**src/hw/rtl/flv_tag_timestamp_rebase_top_assert.svh**
```systemverilog
// Assertion macros shared by the timestamp rebase RTL.
`ifndef FLV_TAG_TIMESTAMP_REBASE_TOP_ASSERT_SVH
`define FLV_TAG_TIMESTAMP_REBASE_TOP_ASSERT_SVH

// Property that must hold on every clock edge outside reset.
`define FTR_ASSERT(lbl, clk, rstn, prop) \
    lbl: assert property (@(posedge clk) disable iff (!rstn) prop) \
        else $error("ftr assertion failed");

// Condition that must never be seen outside reset.
`define FTR_NEVER(lbl, clk, rstn, cond) \
    lbl: assert property (@(posedge clk) disable iff (!rstn) !(cond)) \
        else $error("ftr forbidden condition seen");

`endif

```
**src/hw/rtl/ftr_pkg.sv**
```systemverilog
`timescale 1ns / 1ps
`default_nettype none

package ftr_pkg;

    // Input kind codes
    localparam logic [1:0] KIND_DATA = 2'd0;
    localparam logic [1:0] KIND_SOF  = 2'd1;
    localparam logic [1:0] KIND_EOF  = 2'd2;

    // FLV framing
    localparam logic [3:0] FILE_HDR_LAST = 4'd12;   // 13-byte file header
    localparam int         TAG_HDR_LEN   = 11;
    localparam logic [3:0] TAG_HDR_LAST  = 4'(TAG_HDR_LEN - 1);
    localparam logic [7:0] TAG_SCRIPT    = 8'd18;
    localparam logic [7:0] TAG_AUDIO     = 8'd8;
    localparam logic [7:0] TAG_VIDEO     = 8'd9;
    localparam logic [24:0] PREV_TAG_SIZE_LEN = 25'd4;

    // Job queue between front and back
    localparam int QUEUE_DEPTH = 2;

    typedef enum logic [1:0] {
        JOB_BYTE,
        JOB_STATUS,
        JOB_HEADER
    } job_kind_t;

    // Single bytes travel in bytes[0]
    typedef struct packed {
        job_kind_t                        kind;
        logic                             status;
        logic [TAG_HDR_LEN-1:0][7:0]      bytes;
    } job_t;

endpackage

`default_nettype wire

```
**src/hw/rtl/ftr_front.sv**
```systemverilog
`timescale 1ns / 1ps
`default_nettype none

module ftr_front (
    input  wire logic          aclk,
    input  wire logic          aresetn,
    input  wire logic          s_axis_tvalid,
    output logic               s_axis_tready,
    input  wire logic [7:0]    s_axis_tdata,   // data_byte
    input  wire logic [2:0]    s_axis_tuser,   // kind [1:0], first_file [2]
    input  wire logic          queue_full,
    output logic               job_push,
    output ftr_pkg::job_t      job
);

    typedef enum logic [2:0] {
        PH_HDR,
        PH_TAGH,
        PH_PAY,
        PH_DROP,
        PH_IDLE
    } phase_t;

    phase_t       phase_reg, phase_next;
    logic [3:0]   count_reg, count_next;
    logic [24:0]  payrem_reg, payrem_next;
    logic [31:0]  offset_reg, offset_next;
    logic [31:0]  last_ts_reg, last_ts_next;
    logic         is_first_reg, is_first_next;
    logic         tag_seen_reg, tag_seen_next;
    logic [7:0]   hdr_reg [ftr_pkg::TAG_HDR_LEN];

    logic         accept;
    logic [1:0]   kind;
    logic [7:0]   in_byte;
    logic [31:0]  new_ts;
    logic [23:0]  data_size;
    logic [24:0]  payrem_dec;
    logic         type_ok;
    logic         eof_bad;

    assign s_axis_tready = !queue_full;
    assign accept        = s_axis_tvalid && s_axis_tready;
    assign kind          = s_axis_tuser[1:0];
    assign in_byte       = s_axis_tdata;

    // Timestamp fields of the buffered header; extended byte holds bits 31..24
    assign new_ts     = {hdr_reg[7], hdr_reg[4], hdr_reg[5], hdr_reg[6]} + offset_reg;
    assign data_size  = {hdr_reg[1], hdr_reg[2], hdr_reg[3]};
    assign payrem_dec = (payrem_reg != 25'd0) ? payrem_reg - 25'd1 : 25'd0;
    assign type_ok    = (hdr_reg[0] == ftr_pkg::TAG_SCRIPT) ||
                        (hdr_reg[0] == ftr_pkg::TAG_AUDIO) ||
                        (hdr_reg[0] == ftr_pkg::TAG_VIDEO);
    assign eof_bad    = (phase_reg == PH_HDR) || (phase_reg == PH_PAY);

    // Classify the item and work out the next state and queued job
    always_comb begin
        phase_next    = phase_reg;
        count_next    = count_reg;
        payrem_next   = payrem_reg;
        offset_next   = offset_reg;
        last_ts_next  = last_ts_reg;
        is_first_next = is_first_reg;
        tag_seen_next = tag_seen_reg;
        job_push      = 1'b0;
        job.kind      = ftr_pkg::JOB_BYTE;
        job.status    = 1'b0;
        job.bytes     = '0;
        job.bytes[0]  = in_byte;

        if (accept) begin
            priority if (kind == ftr_pkg::KIND_SOF) begin
                is_first_next = s_axis_tuser[2];
                phase_next    = PH_HDR;
                count_next    = 4'd0;
                payrem_next   = 25'd0;
                tag_seen_next = 1'b0;
            end else if (kind == ftr_pkg::KIND_EOF) begin
                if (phase_reg != PH_IDLE) begin
                    if (!eof_bad && tag_seen_reg) begin
                        offset_next = last_ts_reg;
                    end
                    phase_next  = PH_IDLE;
                    count_next  = 4'd0;
                    payrem_next = 25'd0;
                    job_push    = 1'b1;
                    job.kind    = ftr_pkg::JOB_STATUS;
                    job.status  = eof_bad;
                    job.bytes   = '0;
                end
            end else if (kind == ftr_pkg::KIND_DATA) begin
                unique case (phase_reg)
                    PH_HDR: begin
                        if (count_reg == ftr_pkg::FILE_HDR_LAST) begin
                            phase_next = PH_TAGH;
                            count_next = 4'd0;
                        end else begin
                            count_next = count_reg + 4'd1;
                        end
                        job_push = is_first_reg;
                    end
                    PH_TAGH: begin
                        if (count_reg == ftr_pkg::TAG_HDR_LAST) begin
                            count_next = count_reg + 4'd1;
                            if (type_ok) begin
                                for (int k = 0; k < ftr_pkg::TAG_HDR_LEN - 1; k++) begin
                                    job.bytes[k] = hdr_reg[k];
                                end
                                job.bytes[ftr_pkg::TAG_HDR_LEN-1] = in_byte;
                                job.bytes[4] = new_ts[23:16];
                                job.bytes[5] = new_ts[15:8];
                                job.bytes[6] = new_ts[7:0];
                                job.bytes[7] = new_ts[31:24];
                                job.kind      = ftr_pkg::JOB_HEADER;
                                job_push      = 1'b1;
                                last_ts_next  = new_ts;
                                tag_seen_next = 1'b1;
                                payrem_next   = {1'b0, data_size} +
                                                ftr_pkg::PREV_TAG_SIZE_LEN;
                                phase_next    = PH_PAY;
                                count_next    = 4'd0;
                            end else begin
                                phase_next = PH_DROP;
                            end
                        end else begin
                            count_next = count_reg + 4'd1;
                        end
                    end
                    PH_PAY: begin
                        payrem_next = payrem_dec;
                        if (payrem_dec == 25'd0) begin
                            phase_next = PH_TAGH;
                            count_next = 4'd0;
                        end
                        job_push = 1'b1;
                    end
                    default: begin
                        // dropped or between files: ignore
                    end
                endcase
            end else begin
                // unused kind: ignore
            end
        end
    end

    // Phase, counters and offsets
    always_ff @(posedge aclk) begin
        if (!aresetn) begin
            phase_reg    <= PH_HDR;
            count_reg    <= 4'd0;
            payrem_reg   <= 25'd0;
            offset_reg   <= 32'd0;
            last_ts_reg  <= 32'd0;
            is_first_reg <= 1'b0;
            tag_seen_reg <= 1'b0;
        end else begin
            phase_reg    <= phase_next;
            count_reg    <= count_next;
            payrem_reg   <= payrem_next;
            offset_reg   <= offset_next;
            last_ts_reg  <= last_ts_next;
            is_first_reg <= is_first_next;
            tag_seen_reg <= tag_seen_next;
        end
    end

    // Tag header buffer, filled one byte per transfer
    always_ff @(posedge aclk) begin
        if (accept && kind == ftr_pkg::KIND_DATA && phase_reg == PH_TAGH &&
            count_reg <= ftr_pkg::TAG_HDR_LAST) begin
            hdr_reg[count_reg] <= in_byte;
        end
    end

endmodule

`default_nettype wire

```
**src/hw/rtl/ftr_queue.sv**
```systemverilog
`timescale 1ns / 1ps
`default_nettype none
`include "flv_tag_timestamp_rebase_top_assert.svh"

module ftr_queue #(
    parameter int DEPTH = ftr_pkg::QUEUE_DEPTH
) (
    input  wire logic          aclk,
    input  wire logic          aresetn,
    input  wire logic          push,
    input  wire ftr_pkg::job_t push_job,
    output logic               full,
    input  wire logic          pop,
    output logic               not_empty,
    output ftr_pkg::job_t      head_job
);

    localparam int PTR_W = (DEPTH > 1) ? $clog2(DEPTH) : 1;
    localparam int CNT_W = $clog2(DEPTH + 1);

    ftr_pkg::job_t     mem_reg [DEPTH];
    logic [PTR_W-1:0]  wr_ptr_reg, rd_ptr_reg;
    logic [CNT_W-1:0]  count_reg;
    logic              do_push, do_pop;

    assign full      = (count_reg == CNT_W'(DEPTH));
    assign not_empty = (count_reg != '0);
    assign head_job  = mem_reg[rd_ptr_reg];
    assign do_push   = push && !full;
    assign do_pop    = pop && not_empty;

    // Pointers and fill level
    always_ff @(posedge aclk) begin
        if (!aresetn) begin
            wr_ptr_reg <= '0;
            rd_ptr_reg <= '0;
            count_reg  <= '0;
        end else begin
            if (do_push) begin
                wr_ptr_reg <= (wr_ptr_reg == PTR_W'(DEPTH - 1)) ? '0 : wr_ptr_reg + PTR_W'(1);
            end
            if (do_pop) begin
                rd_ptr_reg <= (rd_ptr_reg == PTR_W'(DEPTH - 1)) ? '0 : rd_ptr_reg + PTR_W'(1);
            end
            if (do_push && !do_pop) begin
                count_reg <= count_reg + CNT_W'(1);
            end else if (do_pop && !do_push) begin
                count_reg <= count_reg - CNT_W'(1);
            end
        end
    end

    // Storage
    always_ff @(posedge aclk) begin
        if (do_push) begin
            mem_reg[wr_ptr_reg] <= push_job;
        end
    end

    `FTR_NEVER(a_no_overflow, aclk, aresetn, push && full)
    `FTR_NEVER(a_no_underflow, aclk, aresetn, pop && !not_empty)

endmodule

`default_nettype wire

```
**src/hw/rtl/ftr_back.sv**
```systemverilog
`timescale 1ns / 1ps
`default_nettype none
`include "flv_tag_timestamp_rebase_top_assert.svh"

module ftr_back (
    input  wire logic          aclk,
    input  wire logic          aresetn,
    input  wire logic          job_valid,
    input  wire ftr_pkg::job_t head_job,
    output logic               job_pop,
    output logic               m_axis_tvalid,
    input  wire logic          m_axis_tready,
    output logic [15:0]        m_axis_tdata,   // out_byte [7:0], status [8], zero fill
    output logic               m_axis_tuser,   // is_status
    output logic               m_axis_tlast    // last
);

    ftr_pkg::job_t  job_reg;
    logic           busy_reg;
    logic [3:0]     idx_reg;
    logic           valid_reg;
    logic [7:0]     byte_reg;
    logic           is_status_reg;
    logic           status_reg;
    logic           last_reg;

    logic           adv;
    logic           fin;
    logic [7:0]     sel_byte;
    logic           sel_is_status;
    logic           sel_status;
    logic           sel_last;

    assign adv     = busy_reg && (!valid_reg || m_axis_tready);
    assign fin     = adv && sel_last;
    assign job_pop = job_valid && (!busy_reg || fin);

    // Pick the result for the current job step
    always_comb begin
        sel_byte      = job_reg.bytes[0];
        sel_is_status = 1'b0;
        sel_status    = 1'b0;
        sel_last      = 1'b1;
        unique case (job_reg.kind)
            ftr_pkg::JOB_BYTE: begin
                sel_byte = job_reg.bytes[0];
            end
            ftr_pkg::JOB_STATUS: begin
                sel_byte      = 8'd0;
                sel_is_status = 1'b1;
                sel_status    = job_reg.status;
            end
            ftr_pkg::JOB_HEADER: begin
                sel_byte = job_reg.bytes[idx_reg];
                sel_last = (idx_reg == ftr_pkg::TAG_HDR_LAST);
            end
            default: begin
                sel_byte = 8'd0;
            end
        endcase
    end

    // Job holder and output register
    always_ff @(posedge aclk) begin
        if (!aresetn) begin
            busy_reg  <= 1'b0;
            idx_reg   <= 4'd0;
            valid_reg <= 1'b0;
        end else begin
            if (job_pop) begin
                busy_reg <= 1'b1;
                idx_reg  <= 4'd0;
            end else if (fin) begin
                busy_reg <= 1'b0;
            end else if (adv) begin
                idx_reg <= idx_reg + 4'd1;
            end

            if (adv) begin
                valid_reg <= 1'b1;
            end else if (m_axis_tready) begin
                valid_reg <= 1'b0;
            end
        end
    end

    // Payload registers
    always_ff @(posedge aclk) begin
        if (job_pop) begin
            job_reg <= head_job;
        end
        if (adv) begin
            byte_reg      <= sel_byte;
            is_status_reg <= sel_is_status;
            status_reg    <= sel_status;
            last_reg      <= sel_last;
        end
    end

    assign m_axis_tvalid = valid_reg;
    assign m_axis_tdata  = {7'd0, status_reg, byte_reg};
    assign m_axis_tuser  = is_status_reg;
    assign m_axis_tlast  = last_reg;

    `FTR_ASSERT(a_hdr_idx_range, aclk, aresetn,
        busy_reg && job_reg.kind == ftr_pkg::JOB_HEADER |-> idx_reg <= ftr_pkg::TAG_HDR_LAST)
    `FTR_ASSERT(a_burst_steps, aclk, aresetn,
        adv && !sel_last |=> busy_reg && idx_reg == $past(idx_reg) + 4'd1)
    `FTR_ASSERT(a_status_zero_byte, aclk, aresetn,
        valid_reg && is_status_reg |-> byte_reg == 8'd0 && last_reg)

endmodule

`default_nettype wire

```
**src/hw/rtl/flv_tag_timestamp_rebase_top.sv**
```systemverilog
// FLV merge stage: rewrites tag timestamps so that files play back to back.
// Input channel (s_axis_*): one item per transfer; tuser[1:0] is the kind
// (data byte, start of file, end of file), tuser[2] flags the first file at
// start of file, tdata carries the stream byte.
// Output channel (m_axis_*): merged stream bytes, and one status result per
// end of file (tuser high, tdata[8] set when the file was truncated); tlast
// marks the last result caused by an input item.
// A result passes from its input transfer through the job queue, the job
// register and the output register. Throughput: one input item per cycle
// while the job queue has room; a rewritten tag header leaves as 11 output
// transfers, one per cycle from the single output register unless stalled.
// Reset: the block sits in the file header phase of a non-first file with a
// zero timestamp offset; the queue and output register are emptied.
// When the receiver stalls, results wait in the output register and job
// queue; s_axis_tready drops once the queue is full.
`timescale 1ns / 1ps
`default_nettype none

module flv_tag_timestamp_rebase_top #(
    parameter int QUEUE_DEPTH = ftr_pkg::QUEUE_DEPTH
) (
    input  wire logic          aclk,
    input  wire logic          aresetn,
    input  wire logic          s_axis_tvalid,
    output logic               s_axis_tready,
    input  wire logic [7:0]    s_axis_tdata,   // data_byte
    input  wire logic [2:0]    s_axis_tuser,   // kind [1:0], first_file [2]
    output logic               m_axis_tvalid,
    input  wire logic          m_axis_tready,
    output logic [15:0]        m_axis_tdata,   // out_byte [7:0], status [8], zero fill
    output logic               m_axis_tuser,   // is_status
    output logic               m_axis_tlast    // last
);

    ftr_pkg::job_t  push_job;
    ftr_pkg::job_t  head_job;
    logic           job_push;
    logic           queue_full;
    logic           job_pop;
    logic           job_valid;

    ftr_front u_front (
        .aclk          (aclk),
        .aresetn       (aresetn),
        .s_axis_tvalid (s_axis_tvalid),
        .s_axis_tready (s_axis_tready),
        .s_axis_tdata  (s_axis_tdata),
        .s_axis_tuser  (s_axis_tuser),
        .queue_full    (queue_full),
        .job_push      (job_push),
        .job           (push_job)
    );

    ftr_queue #(
        .DEPTH (QUEUE_DEPTH)
    ) u_queue (
        .aclk      (aclk),
        .aresetn   (aresetn),
        .push      (job_push),
        .push_job  (push_job),
        .full      (queue_full),
        .pop       (job_pop),
        .not_empty (job_valid),
        .head_job  (head_job)
    );

    ftr_back u_back (
        .aclk          (aclk),
        .aresetn       (aresetn),
        .job_valid     (job_valid),
        .head_job      (head_job),
        .job_pop       (job_pop),
        .m_axis_tvalid (m_axis_tvalid),
        .m_axis_tready (m_axis_tready),
        .m_axis_tdata  (m_axis_tdata),
        .m_axis_tuser  (m_axis_tuser),
        .m_axis_tlast  (m_axis_tlast)
    );

endmodule

`default_nettype wire
```
**config.mk**
```make
export PLATFORM = sky130hd
export DESIGN_NAME = flv_tag_timestamp_rebase_top
export DESIGN_NICKNAME = d
export VERILOG_FILES = /design/src/hw/rtl/ftr_pkg.sv /design/src/hw/rtl/ftr_front.sv /design/src/hw/rtl/ftr_queue.sv /design/src/hw/rtl/ftr_back.sv /design/src/hw/rtl/flv_tag_timestamp_rebase_top.sv
export VERILOG_INCLUDE_DIRS = /design/src /design/src/hw/rtl
export SDC_FILE = /design/constraint.sdc
export NUM_CORES = 1
export LEC_CHECK = 0
export BUFFER_PORTS_ARGS = -buffer_cell sky130_fd_sc_hd__buf_2
export CAP_MARGIN = 20
export CORE_MARGIN = 3
export CORE_UTILIZATION = 40
export CTS_CLUSTER_SIZE = 30
export DETAILED_ROUTE_END_ITERATION = 6
export PLACE_DENSITY_LB_ADDON = 0.08
export SETUP_SLACK_MARGIN = 0.4
export SLEW_MARGIN = 20
export SYNTH_ARGS = -nofsm -noshare
export SYNTH_HDL_FRONTEND = slang
export SYNTH_HIERARCHICAL = 1
export SYNTH_SLANG_ARGS = --single-unit
```
**constraint.sdc**
```tcl
create_clock -name aclk -period 6.4 [get_ports aclk]
set_clock_uncertainty 0.2 [all_clocks]
set_input_delay 0.96 -clock aclk [delete_from_list [all_inputs] [get_ports aclk]]
set_output_delay 0.96 -clock aclk [all_outputs]
set_load 0.03 [all_outputs]
```
==> qor.csv, run 1 <==
metric,value,unit
cts_sinks,473,
first_pass_iters,7,
synth_top_family_by_area,simple AND/OR/NAND/NOR gates,
core-area,50800,um^2
synth_compound_area_share,8.73,%
ctsResizeCount,0,
min_period_over_period,58.7,%
drt_wl_total,51.9,mm
hpwl,32.5,mm
antenna_found_initial,3,
largest_reg_flops,182,
ys_types,80,
power_density,306,nW/um^2
via_per_inst,5.46,
maxCapViolations,0,
peakVddDrop,0.000214,V
reg2reg_slack,2.64,ns
clk_latency,0.60,ns
period_needed,3.76,ns
stdcell_count,2368,
path_cells,ha_1 -> fa_1 -> a211oi_1 -> o21ai_0 -> nand2_1 -> o21ai_0 -> o41ai_1 -> xnor2_1 -> nor2_1,
r2r-start,u_front/hdr_reg[6][0]$_DFFE_PP_,
hold_start,u_front/last_ts_reg[29]$_SDFFE_PN0P_,
cpPeakStageDelay,0.85,ns
diodes,0,
synth.area.mux_share,7.45,%
synth-edff-count,364,
hold_slack,0.245,ns
max_clock_freq,0.266,GHz
slew_headroom,29.6,%
numPlacedInstances,2270,
rsz0062_at_grt,false,
synth-xor-area-share,2.87,%
hold_path_end,u_front/offset_reg[29]$_SDFFE_PN0P_,
r2r-end,u_queue/mem_reg[0][58]$_DFFE_PP_,
setup_viol,0,
fp.dieH,234,um
synthAdderAreaFrac,2.75,%
cts-root-buf,clkbuf_16,
slew_violations,0,
io_pins,35,
die_w,234,um
status,completed,
num_rows,82,
hold_path.class,flop to flop,
grt.overflow.total,0,
yosys_warnings,6,
synth-simple-area-share,12.7,%
crit_path_max_fanout,3,
reg2regPathDepth,9,
cp-start-kind,flop,
synth-seq-cells,473,
post-cts-setup-buffers,0,
routed-wl-met3,2.76,mm
end_kind,flop,
dieArea,54700,um^2
worstPathRequired,6.57,ns
initial_core_util,40.9,%
fin_nets,1712,
cts_buffers,52,
grt.total_usage,18.9,%
netlist_area,20800,um^2
crit_type,flop to flop,
clockBufferDepth,3,
cp_common_cell,o21ai_0,
cts_tree,built,
synth_seq_area_share,63.1,%
area_growth,12.7,%
ant_nets,0,
arrival,3.93,ns
fin_setup_tns,0,ns
grt_pass1_vias,12400,
wl_per_cell,21.9,um
drcViolationCount,0,
grt_pass1_wl,77.8,mm
cts.hold.buffers_added,0,
crit_path_top_delay_cell,o41ai_1,
dr_wl_met2,23.1,mm
drive_gt1_share,14.9,%
syn_avg_cell_area,12.8,um^2
gp_congestion,0.867,
drtIter0Drc,1037,
hold_path_depth,2,
top_layer_used,met4,
portBuffers,27,
max_slew.worst_pin.slew,1.06,ns
syn_inst,1626,
grt_max_degree,93,
route.vias.total,12900,
drt-met1-wl,25.0,mm
finalHoldViolCount,0,
ys_async_sr_fraction,0,%
clk_pin_slew_worst_paths,0.06,ns
synth_flop_cell,edfxtp_1,
htree_levels,2,
leakage,7.96,nW
-- cells in the final DEF (no fill, tap or decap), types with 15 or more instances in the layout --
master	synthesis	final
ha_1	44	44
nand4_1	15	15
a22oi_1	34	34
a21o_1	17	17
dfxtp_1	109	108
edfxtp_1	364	364
nor3_1	17	16
clkbuf_16	0	52
inv_1	22	22
and2_1	72	72
xor2_1	35	35
buf_2	9	27
o21ai_0	51	51
mux2_2	91	91
nand2b_1	16	16
xnor2_1	33	33
nor2_1	128	127
buf_4	17	15
nand2_1	157	157
nand3_1	47	47
clkbuf_1	48	15
a21oi_1	88	88
-- final cells by class --
type | instances | area (um^2)
Sequential cell | 473 | 13100
Clock inverter | 21 | 349
Clock buffer | 77 | 1500
Tap cell | 672 | 841
Multi-Input combinational cell | 1057 | 7240
Timing Repair Buffer | 44 | 295
Fill cell | 4553 | 27400
Inverter | 24 | 92.6
-- cells in the mapped netlist (all sizes together) (35+ instances only) --
master	number	share of area, %
dfxtp	109	11
clkbuf	48	0.87
xor2	35	1.5
edfxtp	364	53
a21oi	88	2.1
nand3	47	1.1
nand2	158	2.9
mux2	91	4.9
o21ai	54	1.3
ha	44	2.6
and2	72	2.2
nor2	128	2.3
-- cell families (layout without fill, tap and decap cells) --
| group | after synthesis | count (layout) |
|---|---|---|
| AND/OR/NAND/NOR | 532 | 532 |
| flip-flops | 473 | 473 |
| AO/OA/AOI/OAI | 284 | 284 |
| multiplexers | 121 | 121 |
| buffers and inverters | 102 | 166 |
| XOR/XNOR | 68 | 68 |
| adder cells (fa/ha/maj) | 45 | 45 |
| other | 1 | 7 |
-- power by group --
part,switching (mW),internal (mW)
logic,0.327,0.163
registers,0.0536,3.45
clock network,1.24,1.95
total,1.62,5.56
-- worst max path at each step --
stage                                          startpoint                            endpoint  slack (ns)  cells past startpoint
after floorplan            u_back/idx_reg[0]$_SDFFE_PP0P_   u_queue/count_reg[1]$_SDFFE_PN0P_        1.21                     12
after global placement                    s_axis_tuser[1]    u_queue/mem_reg[1][55]$_DFFE_PP_        2.24                      9
after detailed placement                  s_axis_tuser[0]  u_front/payrem_reg[2]$_SDFFE_PN0P_        2.57                     10
after CTS                 u_front/hdr_reg[6][3]$_DFFE_PP_    u_queue/mem_reg[1][63]$_DFFE_PP_        2.61                     10
after global routing      u_front/hdr_reg[6][3]$_DFFE_PP_    u_queue/mem_reg[1][63]$_DFFE_PP_        2.24                     10
final                     u_front/hdr_reg[6][0]$_DFFE_PP_    u_queue/mem_reg[0][58]$_DFFE_PP_        2.64                      9
-- critical path, delay by kind of cell, from the launching register on --
| family | cells | cell delay (ns) |
|---|---|---|
| AO/OA/AOI/OAI | 4 | 1.57 |
| adder cells (fa/ha/maj) | 2 | 0.67 |
| AND/OR/NAND/NOR | 2 | 0.48 |
| flip-flops | 1 | 0.37 |
| XOR/XNOR | 1 | 0.24 |
-- per-layer routing --
layer,global-route usage [%],up-vias
met5,0,-
met2,29.2,338
met1,27.9,6430
met3,3.40,79
met4,4.51,0
li1,-,6074
-- through the flow --
step,setup WS [ns],util (%),power (mW),instance area [um^2]
after global routing,2.24,46.1,7.44,23400
after detailed placement,2.57,42.5,4.07,21600
after CTS,2.61,46.1,7.28,23400
after global placement,2.24,42.4,4.06,21600
after floorplan,1.21,-,3.91,20800
final,2.64,46.1,7.18,23400
(Power assumes the default switching activity.)
==> run 2: changes to the inputs <==
==> constraint.sdc (replaced) <==
create_clock -name aclk -period 3.61 [get_ports aclk]
set_clock_uncertainty 0.2 [all_clocks]
set_input_delay 0.5415 -clock aclk [delete_from_list [all_inputs] [get_ports aclk]]
set_output_delay 0.5415 -clock aclk [all_outputs]
set_load 0.03 [all_outputs]
==> run 2 against run 1 <==
Net effect: largest cell class unchanged; via count grew 0.10%; setup slack worse by 2.1 ns; critical path depth rose by 2; die area is the same; sequential share of layout area shrank 1.1 points; largest power group unchanged; global-route usage increased by 0.16 points; non-clock buffer count increased by 36; hold slack got worse by 0.11 ns; cell count is 1.4% higher; first-iteration DRC count is 9.9% lower.
==> qor.csv, run 2 (synthesized netlist as in run 1, its figures left out) <==
metric,value,unit,change
status,completed,,
slew_violations,0,,unchanged
io_pins,35,,unchanged
cpPeakStageDelay,0.43,ns,-0.42 ns
grt_max_degree,92,,-1.1%
cts_buffers,50,,-3.8%
rsz0062_at_grt,true,,
stdcell_count,2400,,+1.4%
max_clock_freq,0.322,GHz,+21%
clk_latency,0.60,ns,about the same
post-place-ws,0.153,ns,-2.42 ns
worst-path-buf-inv,1,,+1
num_rows,82,,unchanged
via_per_inst,5.39,,-1.2%
wl_per_cell,21.7,um,-1.1%
ant_nets,0,,unchanged
peakVddDrop,0.000321,V,+50%
route.vias.total,12900,,+0.10%
portBuffers,27,,unchanged
fin_nets,1746,,+2.0%
crit_path_top_delay_cell,edfxtp_1,,
min_period_over_period,86.0,%,+27 points
cts_sinks,473,,unchanged
diodes,0,,unchanged
gp_congestion,0.858,,-1.0%
grt.overflow.total,0,,unchanged
cts_tree,built,,
max_slew.worst_pin.slew,0.857,ns,-0.200 ns
drtIter0Drc,934,,-9.9%
cts-root-buf,clkbuf_16,,
path_delay_family,compound AO/OA/AOI/OAI gates,,
power_density,514,nW/um^2,+68%
htree_levels,2,,unchanged
arrival,3.23,ns,-0.70 ns
final_common_cell,edfxtp_1,,
slew_headroom,42.7,%,+13 points
grt.total_usage,19.1,%,+0.16 points
crit_type,flop to flop,,
setup_viol,0,,unchanged
clk_pin_slew_worst_paths,0.06,ns,about the same
area_growth,15.2,%,
dieArea,54700,um^2,unchanged
fp.dieH,234,um,unchanged
hold_path.class,input port to flop,,
finalHoldViolCount,0,,unchanged
antenna_found_initial,4,,+1
hold_slack,0.133,ns,-0.112 ns
period_needed,3.10,ns,-0.655 ns
leakage,8.10,nW,+1.8%
core-area,50800,um^2,unchanged
die_w,234,um,unchanged
first_pass_iters,5,,-2
drt_wl_total,52.0,mm,+0.19%
crit_path_max_fanout,4,,+1
worstPathRequired,3.74,ns,-2.83 ns
largest_reg_flops,182,,unchanged
grt_pass1_wl,78.6,mm,+0.98%
end_kind,flop,,
maxCapViolations,0,,unchanged
numPlacedInstances,2297,,+1.2%
drive_gt1_share,19.6,%,+4.8 points
clockBufferDepth,3,,unchanged
cp-start-kind,flop,,
mostFrequentLayoutCells,"364 x edfxtp_1, 154 x nand2_1, 124 x nor2_1, 102 x dfxtp_1, 91 x mux2_2",,
hpwl,33.7,mm,+3.5%
path_cells,ha_4 -> and2_2 -> nand3_2 -> a2111oi_4 -> o31ai_2 -> buf_4 -> o211ai_1 -> nand2_1 -> a21o_1 -> xor2_1 -> nor2_1,,
drcViolationCount,0,,unchanged
grt_pass1_vias,12700,,+1.8%
setup_ws,0.507,ns,-2.13 ns
initial_core_util,40.9,%,unchanged
[run 2: cell types whose count changed in the layout (fill, tap and decap cells not counted), moves of 6 or more]
cell / previous run / this run
ha_2: 0 / 6
ha_4: 0 / 6
ha_1: 44 / 32
dfxtp_1: 108 / 102
o21ai_0: 51 / 45
buf_12: 1 / 9
buf_4: 15 / 43
[run 2: worst reg2reg max path: cells and delay by family, from the launching register on]
family / cells / cell delay, ns
xor+xnor: 1 / 0.17
fa+ha+maj: 1 / 0.31
compound gates: 4 / 1.03
simple gates: 4 / 0.55
buf+inv: 1 / 0.16
flops: 1 / 0.43
[run 2: final cells by class]
type / instances / area (um^2)
Fill cell: 4589 / 26900
Sequential cell: 473 / 13100
Multi-Input combinational cell: 1057 / 7550
Clock buffer: 73 / 1410
Tap cell: 672 / 841
Timing Repair Buffer: 80 / 648
Clock inverter: 21 / 250
Inverter: 24 / 111
[run 2: path summary, 6_finish.rpt]
kind | startpoint | end | slack, ns | cells after the start
worst max-delay path | u_front/hdr_reg[6][3]$_DFFE_PP_ | u_queue/mem_reg[0][61]$_DFFE_PP_ | 0.51 | 11
worst min-delay path | aresetn | u_back/busy_reg$_SDFFE_PN0P_ | 0.13 | 2
worst max register to register | u_front/hdr_reg[6][3]$_DFFE_PP_ | u_queue/mem_reg[0][61]$_DFFE_PP_ | 0.51 | 11
worst min register to register | u_front/last_ts_reg[15]$_SDFFE_PN0P_ | u_front/offset_reg[15]$_SDFFE_PN0P_ | 0.25 | 2
[run 2: routing by layer]
layer / global-route usage, % / up-vias / share of wire, %
met5: 0 / - / 0
met4: 5.91 / 0 / 2.8
met3: 3.12 / 85 / 4.5
met2: 28.9 / 276 / 44
met1: 28.3 / 6419 / 49
li1: - / 6154 / -
[run 2: repair_timing]
item,in CTS,in global routing
buffers inserted,0,8
pin swaps,0,24
resized for setup,12,48
endpoints found under the hold margin,1,0
hold buffers,1,0
setup endpoints to repair,35,109
cloned,0,0
[run 2: stage by stage]
step | power, mW | cell area [um^2] | setup TNS (ns) | util (%)
after CTS | 12.4 | 23700 | 0 | 46.6
after global placement | 7.25 | 21900 | 0 | 43.2
after detailed placement | 7.25 | 21900 | 0 | 43.2
final | 12.3 | 23900 | 0 | 47.1
after global routing | 12.8 | 23900 | 0 | 47.1
after floorplan | 6.93 | 20900 | -46.44 | -
[run 2: report_power, final]
part           internal, mW  switching (mW)  total [mW]
clock                  3.01            2.13        5.14
combinational         0.343           0.592       0.935
sequential             6.12          0.0996        6.22
total                  9.47            2.82        12.3
==> run 3: changes to the inputs <==
--- a/config.mk
+++ b/config.mk
@@ -9,10 +9,11 @@
 export BUFFER_PORTS_ARGS = -buffer_cell sky130_fd_sc_hd__buf_2
 export CAP_MARGIN = 20
 export CORE_MARGIN = 3
-export CORE_UTILIZATION = 40
+export CORE_UTILIZATION = 30
 export CTS_CLUSTER_SIZE = 30
 export DETAILED_ROUTE_END_ITERATION = 6
 export PLACE_DENSITY_LB_ADDON = 0.08
+export RECOVER_POWER = 25
 export SETUP_SLACK_MARGIN = 0.4
 export SLEW_MARGIN = 20
 export SYNTH_ARGS = -nofsm -noshare
==> run 3 against run 2 <==
Net effect: the flow now finishes with violations (max-capacitance violations, max-slew violations); die area is 32% higher; sequential power barely moved; register-to-register slack about the same; cell count increased by 11%; sequential share of layout area decreased by 0.76 points; routed wire length is 9.6% higher; clock power is 1% lower; setup slack worse by 0.015 ns; critical path type unchanged; highest routed layer unchanged.
==> qor.csv, run 3 (synthesized netlist as in run 1, its figures left out) <==
metric,value,unit,change
grt.overflow.total,0,,unchanged
maxCapViolations,1,,+1
dieArea,72500,um^2,+32%
power,12.2,mW,-0.40%
clockBufferDepth,3,,unchanged
path_cells,ha_4 -> and2_4 -> a221oi_4 -> buf_4 -> a21oi_1 -> o21ai_1 -> a21bo_2 -> a211oi_1 -> or4_1 -> and3_2,,
die_w,269,um,+15%
min_period_over_period,86.4,%,+0.40 points
period_needed,3.12,ns,+0.0145 ns
setup_viol,0,,unchanged
crit_type,flop to flop,,
finalHoldViolCount,0,,unchanged
end_kind,flop,,
post-place-ws,0.109,ns,-0.0440 ns
setup_ws,0.492,ns,-0.0145 ns
drive_gt1_share,17.6,%,-2.0 points
violations,"max-capacitance violations, max-slew violations",,
rsz0062_at_grt,true,,
first_pass_iters,5,,unchanged
stdcell_count,2666,,+11%
worstPathRequired,3.74,ns,about the same
portBuffers,27,,unchanged
status,"finished, violations left",,
peakVddDrop,0.000321,V,about the same
slew_headroom,-10.1,%,-53 points
arrival,3.25,ns,+0.02 ns
drt-met1-wl,28.4,mm,+13%
num_rows,95,,+16%
area_growth,16.7,%,
hold_path.class,flop to flop,,
crit_path_max_fanout,4,,unchanged
clk_pin_slew_worst_paths,0.06,ns,about the same
cpPeakStageDelay,0.52,ns,+0.09 ns
grt_pass1_vias,12700,,+0.58%
route.vias.total,13000,,+0.80%
initial_core_util,30.6,%,-10 points
drcViolationCount,0,,unchanged
path_depth,10,,-1
drtIter0Drc,890,,-4.7%
hold_path_depth,2,,unchanged
cts_buffers,53,,+6.0%
gp_congestion,0.829,,-3.4%
cts_tree,built,,
core-area,67900,um^2,+34%
wl_per_cell,21.4,um,-1.3%
drt_wl_total,57.0,mm,+9.6%
routed-wl-met3,2.55,mm,+10%
reg2regPathDepth,10,,-1
slew_violations,14,,+14
post_dp_cell_area,22300,um^2,+1.7%
htree_levels,2,,unchanged
top_layer_used,met4,,
fp.dieH,269,um,+15%
numPlacedInstances,2553,,+11%
ant_nets,0,,unchanged
final_common_cell,edfxtp_1,,
cts-root-buf,clkbuf_16,,
max_slew.worst_pin.slew,1.65,ns,+0.795 ns
mostFrequentLayoutCells,"364 x edfxtp_1, 156 x nand2_1, 123 x nor2_1, 104 x dfxtp_1, 85 x a21oi_1",,
grt.total_usage,15.4,%,-3.7 points
fin_nets,1762,,+0.92%
fin_area,24300,um^2,+1.4%
via_per_inst,4.89,,-9.3%
antenna_found_initial,4,,unchanged
max_clock_freq,0.321,GHz,-0.47%
worst-path-buf-inv,1,,unchanged
leakage,8.09,nW,about the same
grt_pass1_wl,84.5,mm,+7.6%
clk_latency,0.60,ns,about the same
hpwl,36.6,mm,+8.7%
cts_sinks,473,,unchanged
cp-start-kind,flop,,
largest_reg_flops,182,,unchanged
fillers,6661,,+45%
crit_path_top_delay_cell,or4_1,,
io_pins,35,,unchanged
dr_wl_met2,24.9,mm,+8.6%
path_delay_family,simple AND/OR/NAND/NOR gates,,
power_density,505,nW/um^2,-1.7%
grt_max_degree,92,,unchanged
==> run 3: cell count changes in the layout (fill, tap and decap cells not counted), sizes merged <==
cell,change
clkinv,+9
buf,-10
clkbuf,+21
inv,-1
bufinv,-3
diode,+1
==> run 3: power breakdown <==
part / total [mW] / internal, mW / switching (mW)
clock: 5.08 / 2.89 / 2.19
sequential: 6.23 / 6.12 / 0.105
combinational: 0.940 / 0.333 / 0.607
total: 12.2 / 9.35 / 2.90
==> run 3: what timing repair did <==
action | 4_1_cts | 5_1_grt
endpoints found under the setup margin | 35 | 126
hold buffers | 1 | 0
resized for setup | 15 | 49
endpoints found under the hold margin | 1 | 0
buffers inserted | 1 | 13
pin swaps | 4 | 27
==> run 3: worst reg2reg max path, stage by stage, from the launching register on <==
cell and delay [ns]:
edfxtp_1 0.42, ha_4 0.25, and2_4 0.17, a221oi_4 0.29, buf_4 0.17, a21oi_1 0.07
o21ai_1 0.18, a21bo_2 0.19, a211oi_1 0.10, or4_1 0.52, and3_2 0.29
==> run 3: through the flow <==
stage | setup TNS, ns | utilization, % | hold WS (ns)
detailed placement | 0 | 32.9 | 0.245
global route | 0 | 35.7 | 0.271
CTS | 0 | 35.4 | 0.224
global placement | -0.0156 | 32.9 | 0.236
floorplan | -46.44 | - | 0.232
finish | 0 | 35.7 | 0.246
==> run 3: metal layers <==
layer  vias to the layer above  track usage [%]
met1                      6529             23.1
met5                         -                0
met3                        77             2.27
li1                       6176                -
met2                       255             23.3
met4                         0             3.67
==> run 3: worst paths after layout <==
| check | to | slack [ns] | startpoint |
|---|---|---|---|
| min | u_front/offset_reg[11]$_SDFFE_PN0P_ | 0.25 | u_front/last_ts_reg[11]$_SDFFE_PN0P_ |
| min reg2reg | u_front/offset_reg[11]$_SDFFE_PN0P_ | 0.25 | u_front/last_ts_reg[11]$_SDFFE_PN0P_ |
| max | u_queue/mem_reg[1][33]$_DFFE_PP_ | 0.49 | u_front/hdr_reg[6][3]$_DFFE_PP_ |
| max reg2reg | u_queue/mem_reg[1][33]$_DFFE_PP_ | 0.49 | u_front/hdr_reg[6][3]$_DFFE_PP_ |
==> run 3: cell type report <==
class | count | area, um^2 | area share, %
repair buffers | 93 | 717 | 2.96
clock inverters | 26 | 171 | 0.707
clock buffers | 71 | 1460 | 6.00
inverters | 24 | 111 | 0.459
flip-flops and latches | 473 | 13100 | 54.1
well taps | 921 | 1150 | 4.75
diodes | 1 | 2.50 | 0.0103
multi-input cells | 1057 | 7530 | 31.0
